### src/rtl/hhc_pkg.sv
// Package for the humidistat hysteresis controller.
// Holds config and item types, reset values, register indexes and the
// set point clamp and band helpers; no dependencies.
package hhc_pkg;

	localparam int TIMER_BITS_DEF = 16;
	localparam int PERIOD_W       = 16;
	localparam int CFG_IDX_W      = 3;
	localparam int CFG_DATA_W     = 16;
	localparam int SP_W           = 7;
	localparam int HYST_W         = 9;
	localparam int HUM_W          = 10;

	typedef enum logic [CFG_IDX_W-1:0] {
		IDX_SP_INIT,
		IDX_SP_MIN,
		IDX_SP_MAX,
		IDX_SP_STEP,
		IDX_HYST,
		IDX_BTN_PER,
		IDX_SMP_PER,
		IDX_CTL_PER
	} cfg_idx_t;

	typedef struct packed {
		logic [SP_W-1:0]     sp_init;
		logic [SP_W-1:0]     sp_min;
		logic [SP_W-1:0]     sp_max;
		logic [SP_W-1:0]     sp_step;
		logic [HYST_W-1:0]   hyst;
		logic [PERIOD_W-1:0] btn_per;
		logic [PERIOD_W-1:0] smp_per;
		logic [PERIOD_W-1:0] ctl_per;
	} cfg_t;

	typedef struct packed {
		logic signed [11:0] lo;
		logic [10:0]        hi;
	} band_t;

	typedef struct packed {
		logic [SP_W-1:0] sp;
		band_t           band;
	} init_t;

	typedef struct packed {
		logic             restart;
		logic             up;
		logic             down;
		logic [HUM_W-1:0] humidity;
		logic             ok;
	} tick_t;

	typedef struct packed {
		logic             relay;
		logic [SP_W-1:0]  sp;
		logic [HUM_W-1:0] hum;
		logic             vld;
	} res_t;

	localparam cfg_t CFG_RST = '{
		sp_init: 7'd55, sp_min: 7'd30, sp_max: 7'd90, sp_step: 7'd1,
		hyst: 9'd30, btn_per: 16'd30, smp_per: 16'd1200, ctl_per: 16'd100
	};

	// clamp(55) with 550 -/+ 30
	localparam init_t INIT_RST = '{sp: 7'd55, band: '{lo: 12'sd520, hi: 11'd580}};

	// below min wins over above max
	function automatic logic [SP_W-1:0] clamp_sp(input logic signed [8:0] v,
			input logic [SP_W-1:0] lo, input logic [SP_W-1:0] hi);
		logic [SP_W-1:0] r;
		if (v < $signed({2'b00, lo})) begin
			r = lo;
		end else if (v > $signed({2'b00, hi})) begin
			r = hi;
		end else begin
			r = v[SP_W-1:0];
		end
		return r;
	endfunction

	function automatic band_t make_band(input logic [SP_W-1:0] sp,
			input logic [HYST_W-1:0] hyst);
		logic [10:0] sp10;
		band_t b;
		sp10 = {1'b0, sp, 3'b000} + {3'b000, sp, 1'b0};
		b.lo = $signed({1'b0, sp10}) - $signed({3'b000, hyst});
		b.hi = sp10 + {2'b00, hyst};
		return b;
	endfunction

endpackage

### src/rtl/hhc_timer.sv
// Saturating elapsed-time counter for one scheduled task.
// Flags the task due and clears on the tick it runs; uses hhc_pkg.
module hhc_timer #(
	parameter int TIMER_BITS = hhc_pkg::TIMER_BITS_DEF
) (
	input  logic                         clk,
	input  logic                         arst_n,
	input  logic                         step,
	input  logic                         restart,
	input  logic [hhc_pkg::PERIOD_W-1:0] period,
	output logic                         due
);
	import hhc_pkg::*;

	localparam int CW = (TIMER_BITS > PERIOD_W) ? TIMER_BITS : PERIOD_W;
	localparam logic [TIMER_BITS-1:0] CNT_MAX = '1;

	logic [TIMER_BITS-1:0] cnt_q;
	logic [TIMER_BITS-1:0] base;
	logic [TIMER_BITS-1:0] inc;
	logic [TIMER_BITS-1:0] cnt_d;

	always_comb begin
		base  = restart ? CNT_MAX : cnt_q;
		inc   = (base == CNT_MAX) ? base : base + TIMER_BITS'(1);
		due   = (CW'(inc) >= CW'(period)) || (inc == CNT_MAX);
		cnt_d = due ? '0 : inc;
	end

	always_ff @(posedge clk or negedge arst_n) begin
		if (!arst_n) begin
			cnt_q <= CNT_MAX;
		end else if (step) begin
			cnt_q <= cnt_d;
		end
	end

endmodule

### src/rtl/hhc_cfg_regs.sv
// Configuration register file and restart values derived from it.
// Precomputes the clamped initial set point and its band; uses hhc_pkg.
module hhc_cfg_regs (
	input  logic                           clk,
	input  logic                           arst_n,
	input  logic                           cfg_valid,
	output logic                           cfg_ready,
	input  logic [hhc_pkg::CFG_IDX_W-1:0]  cfg_index,
	input  logic [hhc_pkg::CFG_DATA_W-1:0] cfg_data,
	output hhc_pkg::cfg_t                  cfg,
	output hhc_pkg::init_t                 init
);
	import hhc_pkg::*;

	cfg_t            cfg_q;
	init_t           init_q;
	logic [SP_W-1:0] init_sp;

	assign cfg_ready = 1'b1;
	assign cfg       = cfg_q;
	assign init      = init_q;
	assign init_sp   = clamp_sp({2'b00, cfg_q.sp_init}, cfg_q.sp_min, cfg_q.sp_max);

	always_ff @(posedge clk or negedge arst_n) begin
		if (!arst_n) begin
			cfg_q <= CFG_RST;
		end else if (cfg_valid) begin
			case (cfg_idx_t'(cfg_index))
				IDX_SP_INIT: cfg_q.sp_init <= cfg_data[SP_W-1:0];
				IDX_SP_MIN:  cfg_q.sp_min  <= cfg_data[SP_W-1:0];
				IDX_SP_MAX:  cfg_q.sp_max  <= cfg_data[SP_W-1:0];
				IDX_SP_STEP: cfg_q.sp_step <= cfg_data[SP_W-1:0];
				IDX_HYST:    cfg_q.hyst    <= cfg_data[HYST_W-1:0];
				IDX_BTN_PER: cfg_q.btn_per <= cfg_data[PERIOD_W-1:0];
				IDX_SMP_PER: cfg_q.smp_per <= cfg_data[PERIOD_W-1:0];
				IDX_CTL_PER: cfg_q.ctl_per <= cfg_data[PERIOD_W-1:0];
				default: begin
				end
			endcase
		end
	end

	always_ff @(posedge clk or negedge arst_n) begin
		if (!arst_n) begin
			init_q <= INIT_RST;
		end else begin
			init_q <= '{sp: init_sp, band: make_band(init_sp, cfg_q.hyst)};
		end
	end

endmodule

### src/rtl/hhc_core.sv
// Controller state and the per-tick update: presses, set point, sample, relay.
// The state registers double as the result register; uses hhc_pkg, hhc_timer.
module hhc_core #(
	parameter int TIMER_BITS = hhc_pkg::TIMER_BITS_DEF
) (
	input  logic           clk,
	input  logic           arst_n,
	input  logic           step,
	input  hhc_pkg::tick_t tick,
	input  hhc_pkg::cfg_t  cfg,
	input  hhc_pkg::init_t init,
	output hhc_pkg::res_t  res
);
	import hhc_pkg::*;

	logic [SP_W-1:0]  sp_q;
	band_t            band_q;
	logic [HUM_W-1:0] hum_q;
	logic             vld_q;
	logic             relay_q;
	logic [1:0]       pend_q;

	logic [SP_W-1:0]  sp_d;
	band_t            band_d;
	logic [HUM_W-1:0] hum_d;
	logic             vld_d;
	logic             relay_d;
	logic [1:0]       pend_d;

	logic btn_due;
	logic smp_due;
	logic ctl_due;

	hhc_timer #(.TIMER_BITS(TIMER_BITS)) u_btn_timer (
		.clk(clk), .arst_n(arst_n), .step(step), .restart(tick.restart),
		.period(cfg.btn_per), .due(btn_due)
	);

	hhc_timer #(.TIMER_BITS(TIMER_BITS)) u_smp_timer (
		.clk(clk), .arst_n(arst_n), .step(step), .restart(tick.restart),
		.period(cfg.smp_per), .due(smp_due)
	);

	hhc_timer #(.TIMER_BITS(TIMER_BITS)) u_ctl_timer (
		.clk(clk), .arst_n(arst_n), .step(step), .restart(tick.restart),
		.period(cfg.ctl_per), .due(ctl_due)
	);

	always_comb begin
		logic signed [8:0] moved;
		logic [1:0]        pend;
		moved = '0;
		if (tick.restart) begin
			sp_d    = init.sp;
			band_d  = init.band;
			hum_d   = '0;
			vld_d   = 1'b0;
			relay_d = 1'b0;
			pend    = '0;
		end else begin
			sp_d    = sp_q;
			band_d  = band_q;
			hum_d   = hum_q;
			vld_d   = vld_q;
			relay_d = relay_q;
			pend    = pend_q;
		end
		pend   = pend | {tick.down, tick.up};
		pend_d = pend;

		if (btn_due) begin
			pend_d = '0;
			if (pend != 2'b00) begin
				moved = $signed({2'b00, sp_d})
					+ (pend[0] ? $signed({2'b00, cfg.sp_step}) : 9'sd0)
					- (pend[1] ? $signed({2'b00, cfg.sp_step}) : 9'sd0);
				sp_d   = clamp_sp(moved, cfg.sp_min, cfg.sp_max);
				band_d = make_band(sp_d, cfg.hyst);
			end
		end

		if (smp_due) begin
			if (tick.ok) begin
				hum_d = tick.humidity;
				vld_d = 1'b1;
			end else begin
				vld_d = 1'b0;
			end
		end

		if (ctl_due && vld_d) begin
			if (!relay_d && ($signed({2'b00, hum_d}) < band_d.lo)) begin
				relay_d = 1'b1;
			end else if (relay_d && ({1'b0, hum_d} > band_d.hi)) begin
				relay_d = 1'b0;
			end
		end
	end

	always_ff @(posedge clk or negedge arst_n) begin
		if (!arst_n) begin
			sp_q    <= INIT_RST.sp;
			band_q  <= INIT_RST.band;
			hum_q   <= '0;
			vld_q   <= 1'b0;
			relay_q <= 1'b0;
			pend_q  <= '0;
		end else if (step) begin
			sp_q    <= sp_d;
			band_q  <= band_d;
			hum_q   <= hum_d;
			vld_q   <= vld_d;
			relay_q <= relay_d;
			pend_q  <= pend_d;
		end
	end

	assign res = '{relay: relay_q, sp: sp_q, hum: hum_q, vld: vld_q};

	a_band_order: assert property (@(posedge clk) disable iff (!arst_n)
		$signed({1'b0, band_q.hi}) >= band_q.lo)
		else $error("upper threshold below lower threshold");

	a_relay_hold: assert property (@(posedge clk) disable iff (!arst_n)
		!step |=> $stable(relay_q) && $stable(sp_q) && $stable(hum_q))
		else $error("result state moved without an item");

	a_relay_needs_valid: assert property (@(posedge clk) disable iff (!arst_n)
		$rose(relay_q) |-> vld_q)
		else $error("relay turned on without valid humidity");

	a_pend_clear: assert property (@(posedge clk) disable iff (!arst_n)
		step && btn_due |=> pend_q == 2'b00)
		else $error("pending presses kept after button poll");

endmodule

### src/rtl/humidistat_hysteresis_controller_unit.sv
// Humidistat hysteresis controller, one item per millisecond tick.
// An accepted item waits in the input register until the result register is free, then updates it.
// One item per cycle while results are taken; a waiting result holds a filled input register.
// The state registers serve as the result register and update only when it is free.
// Reset: asynchronous, loads register defaults, set point 55 and all tasks due.
// Depends on hhc_pkg, hhc_cfg_regs, hhc_core.
module humidistat_hysteresis_controller_unit #(
	parameter int TIMER_BITS = hhc_pkg::TIMER_BITS_DEF
) (
	input  logic                           clk,
	input  logic                           arst_n,
	input  logic                           cfg_valid,
	output logic                           cfg_ready,
	input  logic [hhc_pkg::CFG_IDX_W-1:0]  cfg_index,
	input  logic [hhc_pkg::CFG_DATA_W-1:0] cfg_data,
	input  logic                           in_valid,
	output logic                           in_ready,
	input  logic                           restart,
	input  logic                           up_press,
	input  logic                           down_press,
	input  logic [hhc_pkg::HUM_W-1:0]      humidity_sample,
	input  logic                           sample_ok,
	output logic                           out_valid,
	input  logic                           out_ready,
	output logic                           relay_on,
	output logic [hhc_pkg::SP_W-1:0]       setpoint_now,
	output logic [hhc_pkg::HUM_W-1:0]      humidity_held,
	output logic                           humidity_valid
);
	import hhc_pkg::*;

	cfg_t  cfg;
	init_t init;
	tick_t tick_s1;
	logic  vld_s1;
	logic  out_valid_q;
	logic  step;
	res_t  res;

	hhc_cfg_regs u_cfg (
		.clk(clk), .arst_n(arst_n), .cfg_valid(cfg_valid), .cfg_ready(cfg_ready),
		.cfg_index(cfg_index), .cfg_data(cfg_data), .cfg(cfg), .init(init)
	);

	assign step     = vld_s1 && (!out_valid_q || out_ready);
	assign in_ready = !vld_s1 || step;

	always_ff @(posedge clk or negedge arst_n) begin
		if (!arst_n) begin
			vld_s1      <= 1'b0;
			out_valid_q <= 1'b0;
		end else begin
			if (in_ready) begin
				vld_s1 <= in_valid;
			end
			if (step) begin
				out_valid_q <= 1'b1;
			end else if (out_ready) begin
				out_valid_q <= 1'b0;
			end
		end
	end

	always_ff @(posedge clk) begin
		if (in_valid && in_ready) begin
			tick_s1 <= '{restart: restart, up: up_press, down: down_press,
				humidity: humidity_sample, ok: sample_ok};
		end
	end

	hhc_core #(.TIMER_BITS(TIMER_BITS)) u_core (
		.clk(clk), .arst_n(arst_n), .step(step), .tick(tick_s1),
		.cfg(cfg), .init(init), .res(res)
	);

	assign out_valid      = out_valid_q;
	assign relay_on       = res.relay;
	assign setpoint_now   = res.sp;
	assign humidity_held  = res.hum;
	assign humidity_valid = res.vld;

endmodule

### config.mk
export PLATFORM = sky130hd
export DESIGN_NAME = humidistat_hysteresis_controller_unit
export DESIGN_NICKNAME = d
export VERILOG_FILES = /design/src/rtl/hhc_pkg.sv /design/src/rtl/hhc_timer.sv /design/src/rtl/hhc_cfg_regs.sv /design/src/rtl/hhc_core.sv /design/src/rtl/humidistat_hysteresis_controller_unit.sv
export SDC_FILE = /design/constraint.sdc
export NUM_CORES = 1
export LEC_CHECK = 0
export BUFFER_PORTS_ARGS = -buffer_cell sky130_fd_sc_hd__clkbuf_2
export CORE_ASPECT_RATIO = 0.8
export CORE_MARGIN = 1.5
export CORE_UTILIZATION = 60
export CTS_CLUSTER_DIAMETER = 30
export DETAILED_ROUTE_END_ITERATION = 10
export HOLD_SLACK_MARGIN = 0.02
export PLACE_DENSITY_LB_ADDON = 0.12
export SYNTH_ARGS = -nofsm -noshare
export SYNTH_HDL_FRONTEND = slang
export SYNTH_SLANG_ARGS = --single-unit
### constraint.sdc
create_clock -name clk -period 13.01 [get_ports clk]
set_input_delay 0.6505 -clock clk [delete_from_list [all_inputs] [get_ports clk]]
set_output_delay 0.6505 -clock clk [all_outputs]
set_load 0.1 [all_outputs]
-- Word level (Yosys, flattened, before mapping)
Index checks and enable logic that the tools add are counted.
- bits in registers: 223
- input port bits: 38
- output and inout port bits: 22
- word-level logic and storage cells: 123
- $add $sub $neg: 11
- order comparisons: 9
- equality and inequality tests: 13
- muxes and demuxes: 37
- bitwise logic cells: 1
- reductions and logical operators: 24
- operators with widths (operator ; count):
    $mux W16 ; 9
    $eq A16 B16 Y1 const B ; 6
    $mux W7 ; 11
    $mux W23 ; 3
    $add A16 B1 Y16 const B ; 3
    $ge A16 B16 Y1 ; 3
    $mux W10 ; 3
    $sub A11 B9 Y12 ; 2
    $add A10 B8 Y11 ; 2
    $add A11 B9 Y11 ; 2
    $reduce_and A2 Y1 ; 8
    $eq A3 B3 Y1 const B ; 4
    $lt A11 B12 Y1 ; 1
    $gt A10 B11 Y1 ; 1
    $add A8 B9 Y9 ; 1
    $gt A9 B8 Y1 ; 1
    $lt A9 B8 Y1 ; 1
    $mux W1 ; 9
    $sub A9 B9 Y9 ; 1
    $gt A7 B7 Y1 ; 1
    $lt A7 B7 Y1 ; 1
    $eq A3 B2 Y1 const B ; 2
    $logic_and A1 B1 Y1 ; 5
    $logic_or A1 B1 Y1 ; 5
    6 further kinds ; 10

-- Depth between registers and ports, before layout
- depth after elaboration: 19
- gate-level depth with buffers: 47

-- Hierarchy
A second synthesis with hierarchy kept.
- cell total of the unflattened synthesis: 1811
- area, all modules: 17117.7 um^2
- by module, submodules not included (module ; times used ; cells an instance ; area an instance (um^2)):
    hhc_timer ; 3 ; 229 ; 1914.3
    hhc_cfg_regs ; 1 ; 452 ; 5511.5
    hhc_core ; 1 ; 650 ; 5338.9
    humidistat_hysteresis_controller_unit ; 1 ; 22 ; 524.3

-- Worst setup path before layout
OpenSTA, ideal clock, no wires.
- path type: register to register
- start point: reg tick_s1[13] (netlist bit)
- end point: reg u_core.relay_q
- arrival time: 9.211 ns
- slack: 3.657 ns
- stages on the path, launching flop included: 41
- path buffers: 5
- clock period less this slack: 9.353 ns
- cell sequence: edfxtp_1 > buf_2 > buf_2 > buf_1 > clkbuf_1 > clkbuf_1 > mux2i_1 > fa_1 > fa_1 > nand2b_1 > a21oi_1 > o22a_1 > xnor2_1 > inv_1 > ha_1 > a211oi_1 > o21ai_0 > o221ai_1 > (+5 left out) > a21o_1 > maj3_1 > a31o_2 > and3_1 > o32a_1 > ha_1 > inv_1 > a21o_1 > a31o_2 > xnor2_1 > a21oi_1 > ha_1 > nand4_1 > a211oi_1 > a21boi_0 > a211oi_1 > a21oi_1 > o32ai_2
- longest elaborated chain between the ends: 19
- ends and longest elaborated chain (element ; line ; RTL):
    start, declared ; humidistat_hysteresis_controller_unit.sv:34 ; tick_t tick_s1;
    start signal, assigned ; humidistat_hysteresis_controller_unit.sv:66 ; tick_s1 <= '{restart: restart, up: up_press, down: down_press,
    $mux W2 ; hhc_core.sv:53 ; if (tick.restart) begin
    $or A2 B2 Y2 ; hhc_core.sv:68 ; pend = pend | {tick.down, tick.up};
    $mux W7 ; hhc_core.sv:75 ; + (pend[0] ? $signed({2'b00, cfg.sp_step}) : 9'sd0)
    $add A8 B9 Y9 ; hhc_core.sv:75 ;
    $sub A9 B9 Y9 ; hhc_core.sv:76 ; - (pend[1] ? $signed({2'b00, cfg.sp_step}) : 9'sd0);
    $gt A9 B8 Y1 ; hhc_pkg.sv:75 ; end else if (v > $signed({2'b00, hi})) begin
    $mux W7 ; hhc_pkg.sv:75 ;
    $mux W7 ; hhc_pkg.sv:73 ; if (v < $signed({2'b00, lo})) begin
    (+3 left out) ; n/a ;
    $add A11 B9 Y11 ; hhc_pkg.sv:89 ; b.hi = sp10 + {2'b00, hyst};
    $mux W23 ; hhc_core.sv:73 ; if (pend != 2'b00) begin
    $mux W23 ; hhc_core.sv:71 ; if (btn_due) begin
    $gt A10 B11 Y1 ; hhc_core.sv:94 ; end else if (relay_d && ({1'b0, hum_d} > band_d.hi)) begin
    $logic_and A1 B1 Y1 ; hhc_core.sv:94 ;
    $mux W1 ; hhc_core.sv:94 ;
    $mux W1 ; hhc_core.sv:92 ; if (!relay_d && ($signed({2'b00, hum_d}) < band_d.lo)) begin
    $mux W1 (*) ; hhc_core.sv:91 ; if (ctl_due && vld_d) begin
    end signal, assigned ; hhc_core.sv:113 ; relay_q <= relay_d;
    end, declared ; hhc_core.sv:20 ; logic relay_q;
Mark *: on every way between the ends. The rest lies on a longest branch, timed or not. The select of a mux whose other input is x is not followed.
A chain may end at the register's enable or synchronous reset.

-- Worst setup path in the final report
Same ends and word-level chain as after synthesis.

==> impl_metrics.tcl <==
set metrics [dict create \
    outcome "complete, no violations" \
    worst-slew-pin-transition_ns 1.271 \
    die_w_um 184.9 \
    area_growth_pct 14.48 \
    cts.hold.buffers_added 0 \
    cts_sinks 222 \
    worst_ep_arrival_time_ns 10.27 \
    cts_buffers 50 \
    avgViaCountPerCell 6.101 \
    dieArea_mm2 0.02746 \
    synth-async-reset-ratio 0.9369 \
    global_route.usage.total 0.3246 \
    crit_slowest_cell "sky130_fd_sc_hd__o21ai_0" \
    antennaDiodeCount 0 \
    initial_core_util 0.6079 \
    hpwlAfterDp_um 30710 \
    ctsHtreeMaxLevel 2 \
    synthDominantCellAreaShare 0.1749 \
    cts.repair.resized 0 \
    timing_worst_setup_path_type "register to register" \
    crit_path_max_incr_delay_ns 0.62 \
    synth-main-ff-cell "sky130_fd_sc_hd__dfrtp_1" \
    maximum_number_of_pins_on_one_net_before_global_route_repair 91 \
    tritoncts "built" \
    total_gr_overflow 0 \
    num_vias 13233 \
    first_global_vias 12940 \
    root_buffer "sky130_fd_sc_hd__clkbuf_16" \
    core.rowCount 53 \
    avgSynthCellArea_um2 9.218 \
    holdWs_ns 0.1719 \
    max_freq_mhz 101.4 \
    worst-path-stages 38 \
    synth_area_mm2 0.01588 \
    max_cap_violations 0 \
    synth.distinct_cells 90 \
    cp.buffers_inverters 4 \
    fp.dieH_um 148.5 \
    max_slew_margin 0.1464 \
    syn_inst 1723 \
    fin_skew_ns 0.01646 \
    worst_setup_path_start_kind "register" \
    synth_area_leaders "sky130_fd_sc_hd__dfrtp_1 17%, sky130_fd_sc_hd__dfstp_2 16%, sky130_fd_sc_hd__ha_1 11%, sky130_fd_sc_hd__mux2_2 5.8%, sky130_fd_sc_hd__nand2_1 4.7%" \
    nNetsFinal 1966 \
    timing.hold.worst.class "input port to async pin" \
    timing.critical_path.fanout_max 41 \
    yosysSeqAreaShare 0.3618 \
    ys_seq_elements 222 \
    period_needed_ns 9.861 \
    cts.clk_slew.worst_paths_ns 0.05 \
    detailedRoute.firstIterationViolations 913 \
    synth.largest_area_cell "sky130_fd_sc_hd__dfrtp_1" \
    post_route_clock_period_utilization 0.7579 \
    globalplace.congestion 0.9356 \
    postRouteAntennaNets 0 \
    maxSlewViolCount 0 \
    finalSetupViolations 0 \
    clock_latency_ns 0.56 \
    synth_nets 1919 \
    design.core.area_mm2 0.02613 \
    final_hold_viol_count 0 \
    io_buffers 58 \
    setup_repair_after_global_routing_missed_its_margin "no" \
    dr.pass1.iters 5 \
    number_of_synthesized_flops_with_an_enable_pin 14 \
    setup.worst_path.end_class "register" \
    cell_repeated_most_along_the_worst_path "sky130_fd_sc_hd__a21oi_1" \
    cp_data_required_time_ns 13.42 \
    global_route_wire_length_before_repair_um 69500 \
    totalNegativeSetupSlack_ns 0 \
    rr_worst_depth 38 \
    synth.yosys.warnings 0 \
    antenna_found_initial 0 \
    totalWireLength_um 42990 \
    worst_path_dominant_cell_family "compound AO/OA/AOI/OAI gates" \
    drc_errors 0 \
    drive_gt1_frac 0.2103 \
    design.portCount 60 \
    cts_post_setup_buffers_inserted 0 \
    routed_wire_length_per_instance_um 19.82 \
    clock_tree.buffer_depth 3 \
]
==> placed cells by master (no fill, tap or decap), drive strengths merged, types with 7 or more instances in the layout <==
cell	instances
nand4	25
o32a	10
a21o	41
edfxtp	14
mux2	82
o21a	14
a22o	12
nand2b	23
a31oi	18
fa	13
o211ai	7
nor2b	17
inv	148
o21ai	140
a211oi	15
o21bai	12
ha	145
or2	12
nor2	96
nand2	199
buf	11
and4	7
xnor2	33
dfstp	97
dfrtp	111
o22ai	9
and3	11
and2	15
nor4	8
clkinv	13
a21oi	104
clkbuf	117
mux2i	35
nor3	13
nand3	33
xor2	27
o31ai	11
==> final cells by class <==
class	instances	area [um^2]
Sequential cell	222	5747
Clock inverter	35	366.6
Inverter	136	510.5
Multi-Input combinational cell	1291	9343
Tap cell	357	446.7
Fill cell	2035	7945
Timing Repair Buffer	69	381.6
Clock buffer	59	1388
==> cell usage after synthesis (7+ instances only) <==
| cell type | count |
|---|---|
| sky130_fd_sc_hd__o211ai_1 | 7 |
| sky130_fd_sc_hd__o22ai_1 | 9 |
| sky130_fd_sc_hd__nand2b_1 | 23 |
| sky130_fd_sc_hd__nor3_1 | 13 |
| sky130_fd_sc_hd__a22o_1 | 12 |
| sky130_fd_sc_hd__mux2_2 | 82 |
| sky130_fd_sc_hd__nand4_1 | 23 |
| sky130_fd_sc_hd__a31oi_1 | 18 |
| sky130_fd_sc_hd__nor2_1 | 96 |
| sky130_fd_sc_hd__a211oi_1 | 15 |
| sky130_fd_sc_hd__xnor2_1 | 33 |
| sky130_fd_sc_hd__edfxtp_1 | 14 |
| sky130_fd_sc_hd__o32a_1 | 9 |
| sky130_fd_sc_hd__o21a_1 | 14 |
| sky130_fd_sc_hd__dfrtp_1 | 111 |
| sky130_fd_sc_hd__xor2_1 | 27 |
| sky130_fd_sc_hd__or2_2 | 12 |
| sky130_fd_sc_hd__nand2_1 | 198 |
| sky130_fd_sc_hd__clkbuf_1 | 52 |
| sky130_fd_sc_hd__o31ai_1 | 11 |
| sky130_fd_sc_hd__a21oi_1 | 104 |
| sky130_fd_sc_hd__and2_1 | 14 |
| sky130_fd_sc_hd__mux2i_1 | 35 |
| sky130_fd_sc_hd__o21ai_0 | 133 |
| sky130_fd_sc_hd__ha_1 | 145 |
| sky130_fd_sc_hd__a21o_1 | 41 |
| sky130_fd_sc_hd__inv_1 | 136 |
| sky130_fd_sc_hd__and3_1 | 11 |
| sky130_fd_sc_hd__nor2b_1 | 17 |
| sky130_fd_sc_hd__and4_1 | 7 |
| sky130_fd_sc_hd__fa_1 | 13 |
| sky130_fd_sc_hd__buf_2 | 14 |
| sky130_fd_sc_hd__dfstp_2 | 97 |
| sky130_fd_sc_hd__nand3_1 | 32 |
| sky130_fd_sc_hd__o21bai_1 | 12 |
==> state kept, by name (all words and copies together) (netlist names) <==
name and count:
out_valid 1, tick_s1 14, u_cfg.cfg 85, u_cfg.init 29, u_core.band_q 23, u_core.hum_q 10, u_core.pend_q 2, u_core.relay_q 1
u_core.sp_q 7, u_core.u_btn_timer.cnt_q 16, u_core.u_ctl_timer.cnt_q 16, u_core.u_smp_timer.cnt_q 16, u_core.vld_q 1, vld_s1 1
==> final timing paths <==
check,start,to,slack (ns)
min in group clk,humidity_sample[1],tick_s1[2],0.27
max in group asynchronous,arst_n,u_cfg.cfg[66],11.56
min reg2reg,u_core.band_q[9],u_core.band_q[9],0.47
max,tick_s1[13],u_core.relay_q,3.15
max reg2reg,tick_s1[13],u_core.relay_q,3.15
min,arst_n,u_cfg.cfg[28],0.17
==> through the flow <==
| stage | cells | utilization | worst slack [ns] | area, um^2 |
|---|---|---|---|---|
| 2_1_floorplan | 1723 | - | 3.657 | 15880 |
| 3_3_place_gp | 2075 | 0.6288 | 3.589 | 16430 |
| 3_5_place_dp | 2075 | 0.6288 | 3.356 | 16430 |
| 4_1_cts | 2169 | 0.6959 | 3.276 | 18180 |
| 5_1_grt | 2169 | 0.6959 | 2.348 | 18180 |
| 6_report | 2169 | 0.6959 | 3.149 | 18180 |
==> metal layers <==
metal	wire length, um	GRT usage
met5	0	0
met4	1188	0.1057
met3	2924	0.05558
met2	18810	0.4976
met1	20070	0.4671
==> logic make-up (layout without fill, tap and decap cells) <==
family          Yosys count  after routing  synth area share
simple gates            480            480            0.1456
compound gates          471            471            0.1947
flops                   222            222            0.3618
buf+inv                 210            299           0.05121
fa+ha+maj               162            162            0.1331
mux                     117            117           0.08020
xor+xnor                 60             60           0.03309
other cells               1              1         0.0002361
Power is left out: the tool's default activity adds up to more than one toggle a clock period on the data nets, which glitch-free logic cannot reach.
